## src/hw/rtl/itp_pkg.sv

```systemverilog
package itp_pkg;

    localparam int STACK_DEPTH = 32;
    localparam int TAG_WIDTH   = 16;
    localparam int OP_W        = 6;
    localparam int PRIO_W      = 4;
    localparam int CNT_W       = $clog2(STACK_DEPTH + 1);
    localparam int ADDR_W      = $clog2(STACK_DEPTH);

    localparam logic [OP_W-1:0] OP_LPAREN    = 6'd0;
    localparam logic [OP_W-1:0] OP_RPAREN    = 6'd1;
    localparam logic [OP_W-1:0] OP_MUL       = 6'd2;
    localparam logic [OP_W-1:0] OP_POW       = 6'd3;
    localparam logic [OP_W-1:0] OP_DIV       = 6'd4;
    localparam logic [OP_W-1:0] OP_MOD       = 6'd5;
    localparam logic [OP_W-1:0] OP_ADD       = 6'd6;
    localparam logic [OP_W-1:0] OP_SUB       = 6'd7;
    localparam logic [OP_W-1:0] OP_LT        = 6'd8;
    localparam logic [OP_W-1:0] OP_GT        = 6'd9;
    localparam logic [OP_W-1:0] OP_LE        = 6'd10;
    localparam logic [OP_W-1:0] OP_GE        = 6'd11;
    localparam logic [OP_W-1:0] OP_EQ        = 6'd12;
    localparam logic [OP_W-1:0] OP_IN        = 6'd13;
    localparam logic [OP_W-1:0] OP_NOT       = 6'd14;
    localparam logic [OP_W-1:0] OP_AND       = 6'd15;
    localparam logic [OP_W-1:0] OP_OR        = 6'd16;
    localparam logic [OP_W-1:0] OP_XOR       = 6'd17;
    localparam logic [OP_W-1:0] OP_LAST_CODE = 6'd36;

    localparam logic TOK_OPERAND = 1'b0;

    typedef enum logic [1:0] {
        KIND_OPERAND,
        KIND_OPERATOR,
        KIND_ERROR,
        KIND_END
    } out_kind_t;

    typedef enum logic [1:0] {
        ERR_NONE,
        ERR_STACK_FULL,
        ERR_BAD_CODE,
        ERR_RSVD
    } err_code_t;

    typedef struct packed {
        logic                 token_kind;
        logic [OP_W-1:0]      op_code;
        logic [TAG_WIDTH-1:0] operand_tag;
        logic                 end_of_expr;
    } token_t;

    typedef struct packed {
        logic [1:0]           out_kind;
        logic [OP_W-1:0]      out_op_code;
        logic [TAG_WIDTH-1:0] out_tag;
        logic [1:0]           error_code;
        logic                 last_of_run;
    } result_t;

    // in-stack priority
    function automatic logic [PRIO_W-1:0] isp_of(input logic [OP_W-1:0] code);
        logic [PRIO_W-1:0] p;
        case (code)
            OP_LPAREN:                          p = 4'd0;
            OP_RPAREN:                          p = 4'd15;
            OP_MUL, OP_POW, OP_DIV, OP_MOD:     p = 4'd12;
            OP_ADD, OP_SUB:                     p = 4'd10;
            OP_LT, OP_GT, OP_LE, OP_GE, OP_EQ:  p = 4'd8;
            OP_IN:                              p = 4'd4;
            OP_NOT:                             p = 4'd3;
            OP_AND, OP_OR, OP_XOR:              p = 4'd2;
            default:                            p = 4'd14;
        endcase
        return p;
    endfunction

    // incoming priority
    function automatic logic [PRIO_W-1:0] icp_of(input logic [OP_W-1:0] code);
        logic [PRIO_W-1:0] p;
        case (code)
            OP_LPAREN:                          p = 4'd15;
            OP_RPAREN:                          p = 4'd0;
            OP_MUL, OP_POW, OP_DIV, OP_MOD:     p = 4'd11;
            OP_ADD, OP_SUB:                     p = 4'd9;
            OP_LT, OP_GT, OP_LE, OP_GE, OP_EQ:  p = 4'd7;
            OP_IN:                              p = 4'd5;
            OP_NOT:                             p = 4'd6;
            OP_AND, OP_OR, OP_XOR:              p = 4'd1;
            default:                            p = 4'd13;
        endcase
        return p;
    endfunction

endpackage

```

## src/hw/rtl/itp_stack_ram.sv

```systemverilog
module itp_stack_ram #(
    parameter int DEPTH = 32,
    parameter int WIDTH = 6,
    localparam int AW = $clog2(DEPTH)
) (
    input  logic             clk,
    input  logic             we,
    input  logic [AW-1:0]    waddr,
    input  logic [WIDTH-1:0] wdata,
    input  logic [AW-1:0]    raddr,
    output logic [WIDTH-1:0] rdata
);

    logic [WIDTH-1:0] mem [DEPTH];

    always_ff @(posedge clk)
    begin
        if (we)
        begin
            mem[waddr] <= wdata;
        end
    end

    // write-through on same-address read
    always_ff @(posedge clk)
    begin
        if (we && (waddr == raddr))
        begin
            rdata <= wdata;
        end
        else
        begin
            rdata <= mem[raddr];
        end
    end

endmodule

```

## src/hw/rtl/infix_to_postfix_converter_top.sv

```systemverilog
// an accepted item is registered, executed in S_EXEC, and each result is held in pend_reg before out_reg
// a new item is taken only in S_READY, once the last one's pops and its push or pair are done
// end flag: S_FLUSH pops each stacked entry in turn through the stack ram, then emits the end marker
// one pop per cycle while the output is not stalled is set by the registered stack ram read of the next top
// reset clears state, stack count and output valid; stack ram contents are not cleared
module infix_to_postfix_converter_top (
    input  logic             clk,
    input  logic             rst_n,
    input  logic             token_valid,
    output logic             token_stall,
    input  itp_pkg::token_t  token,
    output logic             result_valid,
    input  logic             result_stall,
    output itp_pkg::result_t result
);

    typedef enum logic [1:0] {
        S_READY,
        S_EXEC,
        S_FLUSH
    } state_t;

    state_t                         state_reg, state_next;
    logic [itp_pkg::CNT_W-1:0]      cnt_reg, cnt_next, cnt_minus;
    itp_pkg::token_t                tok_reg, tok_next;
    itp_pkg::result_t               pend_reg, pend_next;
    logic                           pend_valid_reg, pend_valid_next;
    itp_pkg::result_t               out_reg, out_next;
    logic                           out_valid_reg, out_valid_next;

    logic                           we;
    logic [itp_pkg::ADDR_W-1:0]     raddr;
    logic [itp_pkg::OP_W-1:0]       top_code;

    logic                           out_free;
    logic                           accept;
    logic                           emit, do_push, do_pop, op_done, flush_done, go;
    itp_pkg::result_t               emit_res;
    logic [itp_pkg::PRIO_W-1:0]     icp, isp;
    logic                           top_paren, stack_empty, stack_full;

    itp_stack_ram #(
        .DEPTH (itp_pkg::STACK_DEPTH),
        .WIDTH (itp_pkg::OP_W)
    ) u_stack (
        .clk   (clk),
        .we    (we),
        .waddr (cnt_reg[itp_pkg::ADDR_W-1:0]),
        .wdata (tok_reg.op_code),
        .raddr (raddr),
        .rdata (top_code)
    );

    assign cnt_minus    = cnt_next - itp_pkg::CNT_W'(1);
    assign raddr        = cnt_minus[itp_pkg::ADDR_W-1:0];

    assign out_free     = !out_valid_reg || !result_stall;
    assign token_stall  = !((state_reg == S_READY) && (!pend_valid_reg || out_free));
    assign accept       = token_valid && !token_stall;
    assign result_valid = out_valid_reg;
    assign result       = out_reg;

    assign icp          = itp_pkg::icp_of(tok_reg.op_code);
    assign isp          = itp_pkg::isp_of(top_code);
    assign top_paren    = (top_code == itp_pkg::OP_LPAREN) || (top_code == itp_pkg::OP_RPAREN);
    assign stack_empty  = (cnt_reg == '0);
    assign stack_full   = (cnt_reg >= itp_pkg::CNT_W'(itp_pkg::STACK_DEPTH));

    always_comb
    begin
        emit       = 1'b0;
        emit_res   = '0;
        do_push    = 1'b0;
        do_pop     = 1'b0;
        op_done    = 1'b0;
        flush_done = 1'b0;
        case (state_reg)
            S_EXEC:
            begin
                if (tok_reg.token_kind == itp_pkg::TOK_OPERAND)
                begin
                    emit              = 1'b1;
                    emit_res.out_kind = itp_pkg::KIND_OPERAND;
                    emit_res.out_tag  = tok_reg.operand_tag;
                    op_done           = 1'b1;
                end
                else if (tok_reg.op_code > itp_pkg::OP_LAST_CODE)
                begin
                    emit                = 1'b1;
                    emit_res.out_kind   = itp_pkg::KIND_ERROR;
                    emit_res.error_code = itp_pkg::ERR_BAD_CODE;
                    op_done             = 1'b1;
                end
                else if (stack_empty || (icp > isp))
                begin
                    if (stack_full)
                    begin
                        emit                = 1'b1;
                        emit_res.out_kind   = itp_pkg::KIND_ERROR;
                        emit_res.error_code = itp_pkg::ERR_STACK_FULL;
                    end
                    else
                    begin
                        do_push = 1'b1;
                    end
                    op_done = 1'b1;
                end
                else if (icp == isp)
                begin
                    do_pop  = 1'b1;
                    op_done = 1'b1;
                end
                else
                begin
                    do_pop               = 1'b1;
                    emit                 = !top_paren;
                    emit_res.out_kind    = itp_pkg::KIND_OPERATOR;
                    emit_res.out_op_code = top_code;
                end
            end
            S_FLUSH:
            begin
                if (stack_empty)
                begin
                    emit              = 1'b1;
                    emit_res.out_kind = itp_pkg::KIND_END;
                    flush_done        = 1'b1;
                end
                else
                begin
                    do_pop               = 1'b1;
                    emit                 = !top_paren;
                    emit_res.out_kind    = itp_pkg::KIND_OPERATOR;
                    emit_res.out_op_code = top_code;
                end
            end
            default:
            begin
                emit = 1'b0;
            end
        endcase
    end

    // a held result moves out only when the next one is known
    assign go = !(emit && pend_valid_reg && !out_free);

    always_comb
    begin
        state_next      = state_reg;
        cnt_next        = cnt_reg;
        tok_next        = tok_reg;
        pend_next       = pend_reg;
        pend_valid_next = pend_valid_reg;
        out_next        = out_reg;
        out_valid_next  = out_valid_reg && result_stall;
        we              = 1'b0;
        case (state_reg)
            S_READY:
            begin
                if (pend_valid_reg && out_free)
                begin
                    out_next             = pend_reg;
                    out_next.last_of_run = 1'b1;
                    out_valid_next       = 1'b1;
                    pend_valid_next      = 1'b0;
                end
                if (accept)
                begin
                    tok_next   = token;
                    state_next = S_EXEC;
                end
            end
            S_EXEC, S_FLUSH:
            begin
                if (go)
                begin
                    if (do_push)
                    begin
                        we       = 1'b1;
                        cnt_next = cnt_reg + itp_pkg::CNT_W'(1);
                    end
                    if (do_pop)
                    begin
                        cnt_next = cnt_reg - itp_pkg::CNT_W'(1);
                    end
                    if (emit)
                    begin
                        if (pend_valid_reg)
                        begin
                            out_next       = pend_reg;
                            out_valid_next = 1'b1;
                        end
                        pend_next       = emit_res;
                        pend_valid_next = 1'b1;
                    end
                    if (op_done)
                    begin
                        state_next = tok_reg.end_of_expr ? S_FLUSH : S_READY;
                    end
                    if (flush_done)
                    begin
                        state_next = S_READY;
                    end
                end
            end
            default:
            begin
                state_next = S_READY;
            end
        endcase
    end

    always_ff @(posedge clk or negedge rst_n)
    begin
        if (!rst_n)
        begin
            state_reg      <= S_READY;
            cnt_reg        <= '0;
            tok_reg        <= '0;
            pend_reg       <= '0;
            pend_valid_reg <= 1'b0;
            out_reg        <= '0;
            out_valid_reg  <= 1'b0;
        end
        else
        begin
            state_reg      <= state_next;
            cnt_reg        <= cnt_next;
            tok_reg        <= tok_next;
            pend_reg       <= pend_next;
            pend_valid_reg <= pend_valid_next;
            out_reg        <= out_next;
            out_valid_reg  <= out_valid_next;
        end
    end

    a_cnt_bound: assert property (@(posedge clk) disable iff (!rst_n)
        cnt_reg <= itp_pkg::CNT_W'(itp_pkg::STACK_DEPTH))
        else $error("stack count beyond depth");

    a_accept_exec: assert property (@(posedge clk) disable iff (!rst_n)
        accept |=> (state_reg == S_EXEC))
        else $error("accepted item not executed");

    a_flush_no_grow: assert property (@(posedge clk) disable iff (!rst_n)
        (state_reg == S_FLUSH) |=> (cnt_reg <= $past(cnt_reg)))
        else $error("stack grew during flush");

    a_push_in_exec: assert property (@(posedge clk) disable iff (!rst_n)
        we |-> ((state_reg == S_EXEC) && !stack_full))
        else $error("push outside exec or on full stack");

    a_end_is_last: assert property (@(posedge clk) disable iff (!rst_n)
        (out_valid_reg && (out_reg.out_kind == itp_pkg::KIND_END)) |-> out_reg.last_of_run)
        else $error("end marker not last of run");

endmodule

```

## config.mk

```make
export PLATFORM = sky130hd
export DESIGN_NAME = infix_to_postfix_converter_top
export DESIGN_NICKNAME = d
export VERILOG_FILES = /design/src/hw/rtl/itp_pkg.sv /design/src/hw/rtl/itp_stack_ram.sv /design/src/hw/rtl/infix_to_postfix_converter_top.sv
export SDC_FILE = /design/constraint.sdc
export NUM_CORES = 1
export LEC_CHECK = 0
export BUFFER_PORTS_ARGS = -buffer_cell sky130_fd_sc_hd__buf_4
export CORE_MARGIN = 1
export CORE_UTILIZATION = 30
export CTS_CLUSTER_SIZE = 30
export DETAILED_ROUTE_END_ITERATION = 10
export GPL_ROUTABILITY_DRIVEN = 0
export GPL_TIMING_DRIVEN = 0
export PLACE_DENSITY = 0.41
export SETUP_SLACK_MARGIN = 0.1
export SLEW_MARGIN = 20
export SYNTH_ARGS = -nofsm -noshare
export SYNTH_HDL_FRONTEND = slang
export SYNTH_SLANG_ARGS = --single-unit
```

## constraint.sdc

```tcl
create_clock -name clk -period 7.3 [get_ports clk]
set_input_delay 0.73 -clock clk [delete_from_list [all_inputs] [get_ports clk]]
set_output_delay 0.73 -clock clk [all_outputs]
set_load 0.1 [all_outputs]
```

==> results.md, run 1 <==
* Vias/cell at 4.855
* CTS tree: done
* Layout Cells excl Fill at 1,370
* Cells after Synth at 737
* Total negative slack at 0 ns
* Worst Skew at 0.01747 ns
* # hold bufs at CTS at 0
* Drt drc at 0
* Critical Path End Type: flip-flop
* Library cells used by synthesis at 67
* Die Area at 0.04055 mm2
* Most numerous cell on the critical path: nor2_1
* Crit-path cells: buf_4 > buf_4 > buf_2 > mux4_2 > mux4_2 > mux2i_1 > nor2_1 > nor2_1 > o21ai_0 > a21oi_1 > ha_1 > and3b_1 > o21a_1 > o211ai_1 > a41o_1 > a21oi_1 > a21oi_2 > and2_1 > nand2_2 > nor2_1
* Path type of the worst min-delay path: in2async
* R2r setup slk at 0.77 ns
* Root buf cell: clkbuf_16
* Ports at 57
* Fin. max-slew vios at 0
* Status: finished, final reports clean
* Port Buffer Count at 56
* Die Span X at 201.4 um
* Max FFs per register at 192
* CP required at 7.45 ns
* CP delay by family, top: compound AO/OA/AOI/OAI gates
* FF-to-FF path depth at 20
* Max VDD drop at 144.9 uV
* Final min period at 6.528 ns
* Final count of hold timing violations at 0
* Yosys warnings at 0
* Initial DRC count at 327
* EDFF count, synth at 192
* RR Endpoint: u_stack.mem[10][0]
* Total Routing Usage GR at 14.95%
* Max Fanout on Critical Path at 10
* Register area share after synthesis at 67.44%
* Drt total wl at 29,300 um
* Largest net degree at the start of global routing at 88
* Initial antenna violation count at 0
* Syn nets at 778
* Hpwl dp at 19,720 um
* Area delta synth->final at 18.17%
* Starting density of the core at 30.64%
* H-tree depth at 2
* Routed len/inst at 21.39 um
* Fraction of layout cells with a size suffix above 1 at 25.70%
* Max-Slew Margin vs Limit at 41.14%
* Worst Path Arrival at 6.68 ns
* DR pass1 iterations at 4
* First-pass GRT wire length at 44,850 um
* Pwr Total at 6.563 mW
* Netlist Area Pre-Place at 0.01193 mm2
* Placed Cells at 1,311
* Max cap viols at 0
* Async set or reset register ratio after synthesis at 30.63%
* Synthesized flop and latch total at 284
* Critical path type: reg2reg
* Vias at 6,652
* # diodes at 0
* Clock Tree Buf Depth at 3
* Primary FF master, synth: edfxtp_1
* Core box area at 0.03892 mm2
* RSZ-0062 raised after global routing: false
* Worst path slowest cell: nor2_1
* Worst-Margin Slew at 0.8829 ns
* Leakage at 5.110 nW
* Synth Area per Inst at 16.18 um2
* Cell row count at 72
* Antenna Violating Nets Remaining at 0
* Worst skew pair latency at 0.53 ns
* Crit share post-route at 89.42%
* Nets at 870
* Critical Path Source Type: flip-flop
* Cell Pwr Density at 465.7 mW/mm2
* Final core utilization at 36.21%
* Total CTS buffers at 35
* Die Y-Extent at 201.4 um
* Maximum clock rate at 153.2 MHz
* Reg clk slew, reported paths at 0.06 ns
* CP max stage delay at 0.66 ns
* Vias in the first global route at 7,068
* WP buf/inv at 3
* Gr ovfl total at 0
* Clk sinks at 284
* Setup violators final at 0
==> cell usage after synthesis, drive strengths merged (2+ instances only) <==
| master | n | area (um2) |
|---|---|---|
| ha | 13 | 162.7 |
| a22oi | 2 | 15.01 |
| dfxtp | 5 | 100.1 |
| nand3b | 8 | 60.06 |
| and2 | 3 | 18.77 |
| nor4 | 5 | 31.28 |
| or3 | 2 | 12.51 |
| o211ai | 3 | 22.52 |
| buf | 17 | 118.9 |
| o21a | 2 | 15.01 |
| or3b | 5 | 43.79 |
| nor3 | 6 | 30.03 |
| a2111oi | 2 | 17.52 |
| o31ai | 10 | 75.07 |
| dfrtp | 87 | 2177 |
| mux2 | 54 | 611.8 |
| xnor2 | 6 | 60.06 |
| o21ai | 29 | 145.1 |
| mux2i | 9 | 90.09 |
| nand2 | 63 | 244.0 |
| nor2b | 6 | 45.04 |
| a21o | 3 | 22.52 |
| inv | 12 | 45.04 |
| a21oi | 15 | 82.58 |
| nand4 | 2 | 12.51 |
| a31oi | 2 | 12.51 |
| nand2b | 6 | 37.54 |
| nand4b | 2 | 17.52 |
| clkbuf | 18 | 68.81 |
| mux4 | 54 | 1239 |
| nand3 | 11 | 60.06 |
| and3 | 3 | 18.77 |
| nor2 | 53 | 198.9 |
| a211oi | 3 | 52.55 |
| edfxtp | 192 | 5766 |
| o22ai | 8 | 50.05 |
==> logic make-up (layout without fill, tap and decap cells) <==
group / Yosys count / in the layout / share of synthesized area [%]
adders and majority gates: 13 / 13 / 1.364
xor gates and xnor gates: 7 / 7 / 0.5771
AOI/OAI and AO/OA: 90 / 90 / 5.120
DFF: 284 / 284 / 67.44
and+or+nand+nor: 179 / 179 / 7.271
muxes: 117 / 117 / 16.27
buffers and inverters: 47 / 162 / 1.951
==> power breakdown <==
group | leakage (nW) | switching, mW | internal [mW] | total (mW)
logic | 1.69 | 1.55 | 0.890 | 2.44
clock network | 0.536 | 0.665 | 1.02 | 1.68
registers | 2.88 | 0.334 | 2.11 | 2.45
==> worst max-delay path by stage <==
stage	endpoint	depth (start not counted)	slack, ns	from
4_1_cts	u_stack.mem[12][5]	19	0.50	flip-flop
3_5_place_dp	u_stack.mem[12][5]	19	0.50	flip-flop
3_3_place_gp	u_stack.mem[5][1]	19	0.58	flip-flop
2_1_floorplan	flip-flop	21	2.10	flip-flop
5_1_grt	u_stack.mem[12][5]	20	0.20	flip-flop
6_report	u_stack.mem[10][0]	20	0.77	flip-flop
==> stage by stage <==
step                      hold slack [ns]  area (um2)  setup slack, ns
after global routing               0.3159       14090           0.2037
after detailed placement           0.4664       13000           0.5005
final                              0.2574       14090           0.7722
after floorplan                    0.4344       11930            2.100
after CTS                          0.3995       14090           0.4957
after global placement             0.4608       12990           0.5751
==> routing by layer <==
layer / vias to the layer above / wire [um] / GRT usage, %
met3: 52 / 1235 / 3.239
met1: 3444 / 13610 / 20.43
met2: 125 / 13680 / 23.52
met4: 0 / 767 / 5.087
met5: - / 0 / 0
li1: 3031 / - / -
==> placed cells by master (no fill, tap or decap), drive strengths merged, types with 6 or more instances in the layout <==
| cell | count |
|---|---|
| a21oi | 15 |
| buf | 72 |
| clkbuf | 58 |
| clkinv | 15 |
| dfrtp | 87 |
| edfxtp | 192 |
| ha | 13 |
| inv | 13 |
| mux2 | 54 |
| mux2i | 9 |
| mux4 | 54 |
| nand2 | 63 |
| nand2b | 6 |
| nand3 | 11 |
| nand3b | 8 |
| nor2 | 53 |
| nor2b | 6 |
| nor3 | 6 |
| o21ai | 29 |
| o22ai | 8 |
| o31ai | 10 |
| xnor2 | 6 |
==> timing repair <==
action | CTS | global route
buffers inserted | 0 | 0
hold endpoints to repair | 0 | 0
endpoints found under the setup margin | 0 | 58
gates resized for setup | 0 | 0
==> area by class of cell <==
class | count | area, um2
tap | 518 | 648.1
multi-input combinational | 406 | 3650
clock buffer | 40 | 894.6
buffer | 34 | 183.9
inverter | 12 | 45.04
clock inverter | 20 | 196.4
sequential | 284 | 8050
timing repair buffer | 56 | 424.2
fill | 3716 | 24830
(Power assumes the default switching activity.)
==> inputs of run 2 (changes only) <==
Settings changed: PLACE_DENSITY 0.41 to not set.
==> run 2 against run 1 <==
Cell area shrank 1.5%. Count of clock-buffer cells in the layout down 4. Cell count is 0.51% lower. Core utilization shrank 0.55 points. Register-to-register slack improved by 0.04 ns. Non-clock buffer count is 2 higher.
==> results.md, run 2 (synthesis results as in run 1) <==
* Cell Pwr Density at 445.4 mW/mm2 (-4.4%)
* Worst skew pair latency at 0.55 ns (+0.02 ns)
* Final min period at 6.485 ns (-0.04244 ns)
* # hold bufs at CTS at 0 (unchanged)
* Fin area at 0.01388 mm2 (-1.5%)
* Crit share post-route at 88.84% (-0.58 points)
* Nets at 865 (-0.57%)
* Worst path slowest cell: buf_1
* # diodes at 0 (unchanged)
* Worst-Margin Slew at 1.058 ns (+0.1747 ns)
* Port Buffer Count at 56 (unchanged)
* Commonest cells after routing, fill and taps aside: edfxtp_1, dfrtp_1, nand2_1, buf_4, nor2_1
* Vias in the first global route at 6,958 (-1.6%)
* RSZ-0062 raised after global routing: false
* Max-Slew Margin vs Limit at 29.50% (-12 points)
* Die Area at 0.04055 mm2 (unchanged)
* Fillers at 3,723 (+0.19%)
* Critical Path Source Type: flip-flop
* Path type of the worst min-delay path: in2async
* Root buf cell: clkbuf_16
* Vias at 6,685 (+0.50%)
* H-tree depth at 1 (-1)
* CTS tree: done
* Die Y-Extent at 201.4 um (unchanged)
* Core box area at 0.03892 mm2 (unchanged)
* CP required at 7.48 ns (+0.03 ns)
* Area delta synth->final at 16.38%
* Largest net degree at the start of global routing at 55 (-38%)
* Gr ovfl total at 0 (unchanged)
* Post-CTS Resized at 0 (unchanged)
* Starting density of the core at 30.64% (unchanged)
* Total Routing Usage GR at 12.86% (-2.1 points)
* Fin. max-slew vios at 0 (unchanged)
* Final WS setup at 0.8146 ns (+0.04244 ns)
* Max VDD drop at 181.9 uV (+26%)
* Final count of hold timing violations at 0 (unchanged)
* DP Area at 0.01302 mm2 (+0.19%)
* CP max stage delay at 0.65 ns (about the same)
* Reg clk slew, reported paths at 0.06 ns (about the same)
* Initial DRC count at 557 (+70%)
* Routed len/inst at 19.02 um (-11%)
* Critical Path End Type: flip-flop
* Clk sinks at 284 (unchanged)
* Critical path type: reg2reg
* Worst Skew at 0.02004 ns (+0.002565 ns)
* Drt total wl at 25,920 um (-12%)
* Status: finished, final reports clean
* Worst hold slack at 0.1412 ns (-0.1162 ns)
* DR pass1 iterations at 5 (+1)
* FF-to-FF path depth at 19 (-5.0%)
* Clock Tree Buf Depth at 3 (unchanged)
* Antenna Violating Nets Remaining at 0 (unchanged)
* Max FFs per register at 192 (unchanged)
* Leakage at 4.998 nW (-2.2%)
* Fraction of layout cells with a size suffix above 1 at 25.33% (-0.38 points)
* Worst Path Arrival at 6.66 ns (-0.02 ns)
* Maximum clock rate at 154.2 MHz (+0.65%)
* Drt drc at 0 (unchanged)
* Most numerous cell on the critical path: nor2_1
* Crit-path cells: buf_2 > buf_1 > mux4_2 > mux4_2 > mux2i_1 > nor2_1 > nor2_1 > o21ai_0 > a21oi_1 > ha_1 > and3b_1 > o21a_1 > o211ai_1 > a41o_1 > a21oi_1 > a21oi_2 > and2_1 > nand2_2 > nor2_1
* Pre-CTS setup slack at 0.7019 ns (+0.2015 ns)
* Max Fanout on Critical Path at 10 (unchanged)
* Setup violators final at 0 (unchanged)
* Area occupied by multi-input gates at 0.003650 mm2 (unchanged)
* Hpwl dp at 17,580 um (-11%)
* FF+latch area at 0.008049 mm2 (about the same)
* Vias/cell at 4.905 (+1.0%)
* Cell row count at 72 (unchanged)
* Initial antenna violation count at 0 (unchanged)
* First-pass GRT wire length at 40,740 um (-9.2%)
* Total negative slack at 0 ns (unchanged)
* Total CTS buffers at 28 (-20%)
* Ports at 57 (unchanged)
* Max cap viols at 0 (unchanged)
* Most common cell after layout, fill and taps aside: edfxtp_1
* Setup repair bufs after CTS at 0 (unchanged)
* Die Span X at 201.4 um (unchanged)
run 2: cell types whose count changed in the layout (fill, tap and decap cells not counted), sizes merged:
cell / delta
clkbuf: -4
clkinv: -4
bufinv: -3
clkinvlp: +3
buf: +2
inv: -1
run 2: path summary, 6_finish.rpt:
path	startpoint	to	slack [ns]
max in group asynchronous	rst_n	tok_reg[22]	6.53
max	flip-flop	u_stack.mem[6][3]	0.81
min in group clk	token[11]	tok_reg[11]	0.42
min reg2reg	pend_reg[19]	pend_reg[19]	0.48
max reg2reg	flip-flop	u_stack.mem[6][3]	0.81
min	rst_n	tok_reg[13]	0.14
run 2: final cells by class:
type / count / share of cell area, %
Buffer: 35 / 1.352
Clock buffer: 36 / 5.265
Clock inverter: 15 / 0.8655
Inverter: 12 / 0.3246
Multi-Input combinational cell: 406 / 26.30
Sequential cell: 284 / 58.00
Tap cell: 518 / 4.670
Timing Repair Buffer: 57 / 3.228
run 2: worst max-delay path: cells and delay by family, from the launching register on:
| kind | cells | cell delay (ns) |
|---|---|---|
| compound gates | 7 | 1.50 |
| fa+ha+maj | 1 | 0.29 |
| buf+inv | 2 | 0.94 |
| flops | 1 | 0.31 |
| mux | 3 | 1.60 |
| simple gates | 6 | 1.48 |
run 2: report_power, final:
group / total, mW / leakage (nW) / internal, mW / switching (mW)
Clock: 1.34 / 0.411 / 0.745 / 0.600
Combinational: 2.41 / 1.70 / 0.894 / 1.52
Sequential: 2.42 / 2.88 / 2.11 / 0.312
run 2: stage by stage:
stage          power, mW  cells  util, %
2_1_floorplan      4.158    737        -
3_3_place_gp       4.841   1311    33.39
3_5_place_dp       4.895   1312    33.46
4_1_cts            6.244   1363    35.65
5_1_grt            6.505   1363    35.66
6_report           6.181   1363    35.66
run 2: metal layers:
metal	GRT usage, %	routed length (um)	part of all wire, %	vias to the layer above
li1	-	-	-	3025
met1	17.81	11390	44	3485
met2	21.64	12970	50	147
met3	1.361	1187	4.6	28
met4	3.084	368	1.4	0
met5	0	0	0	-
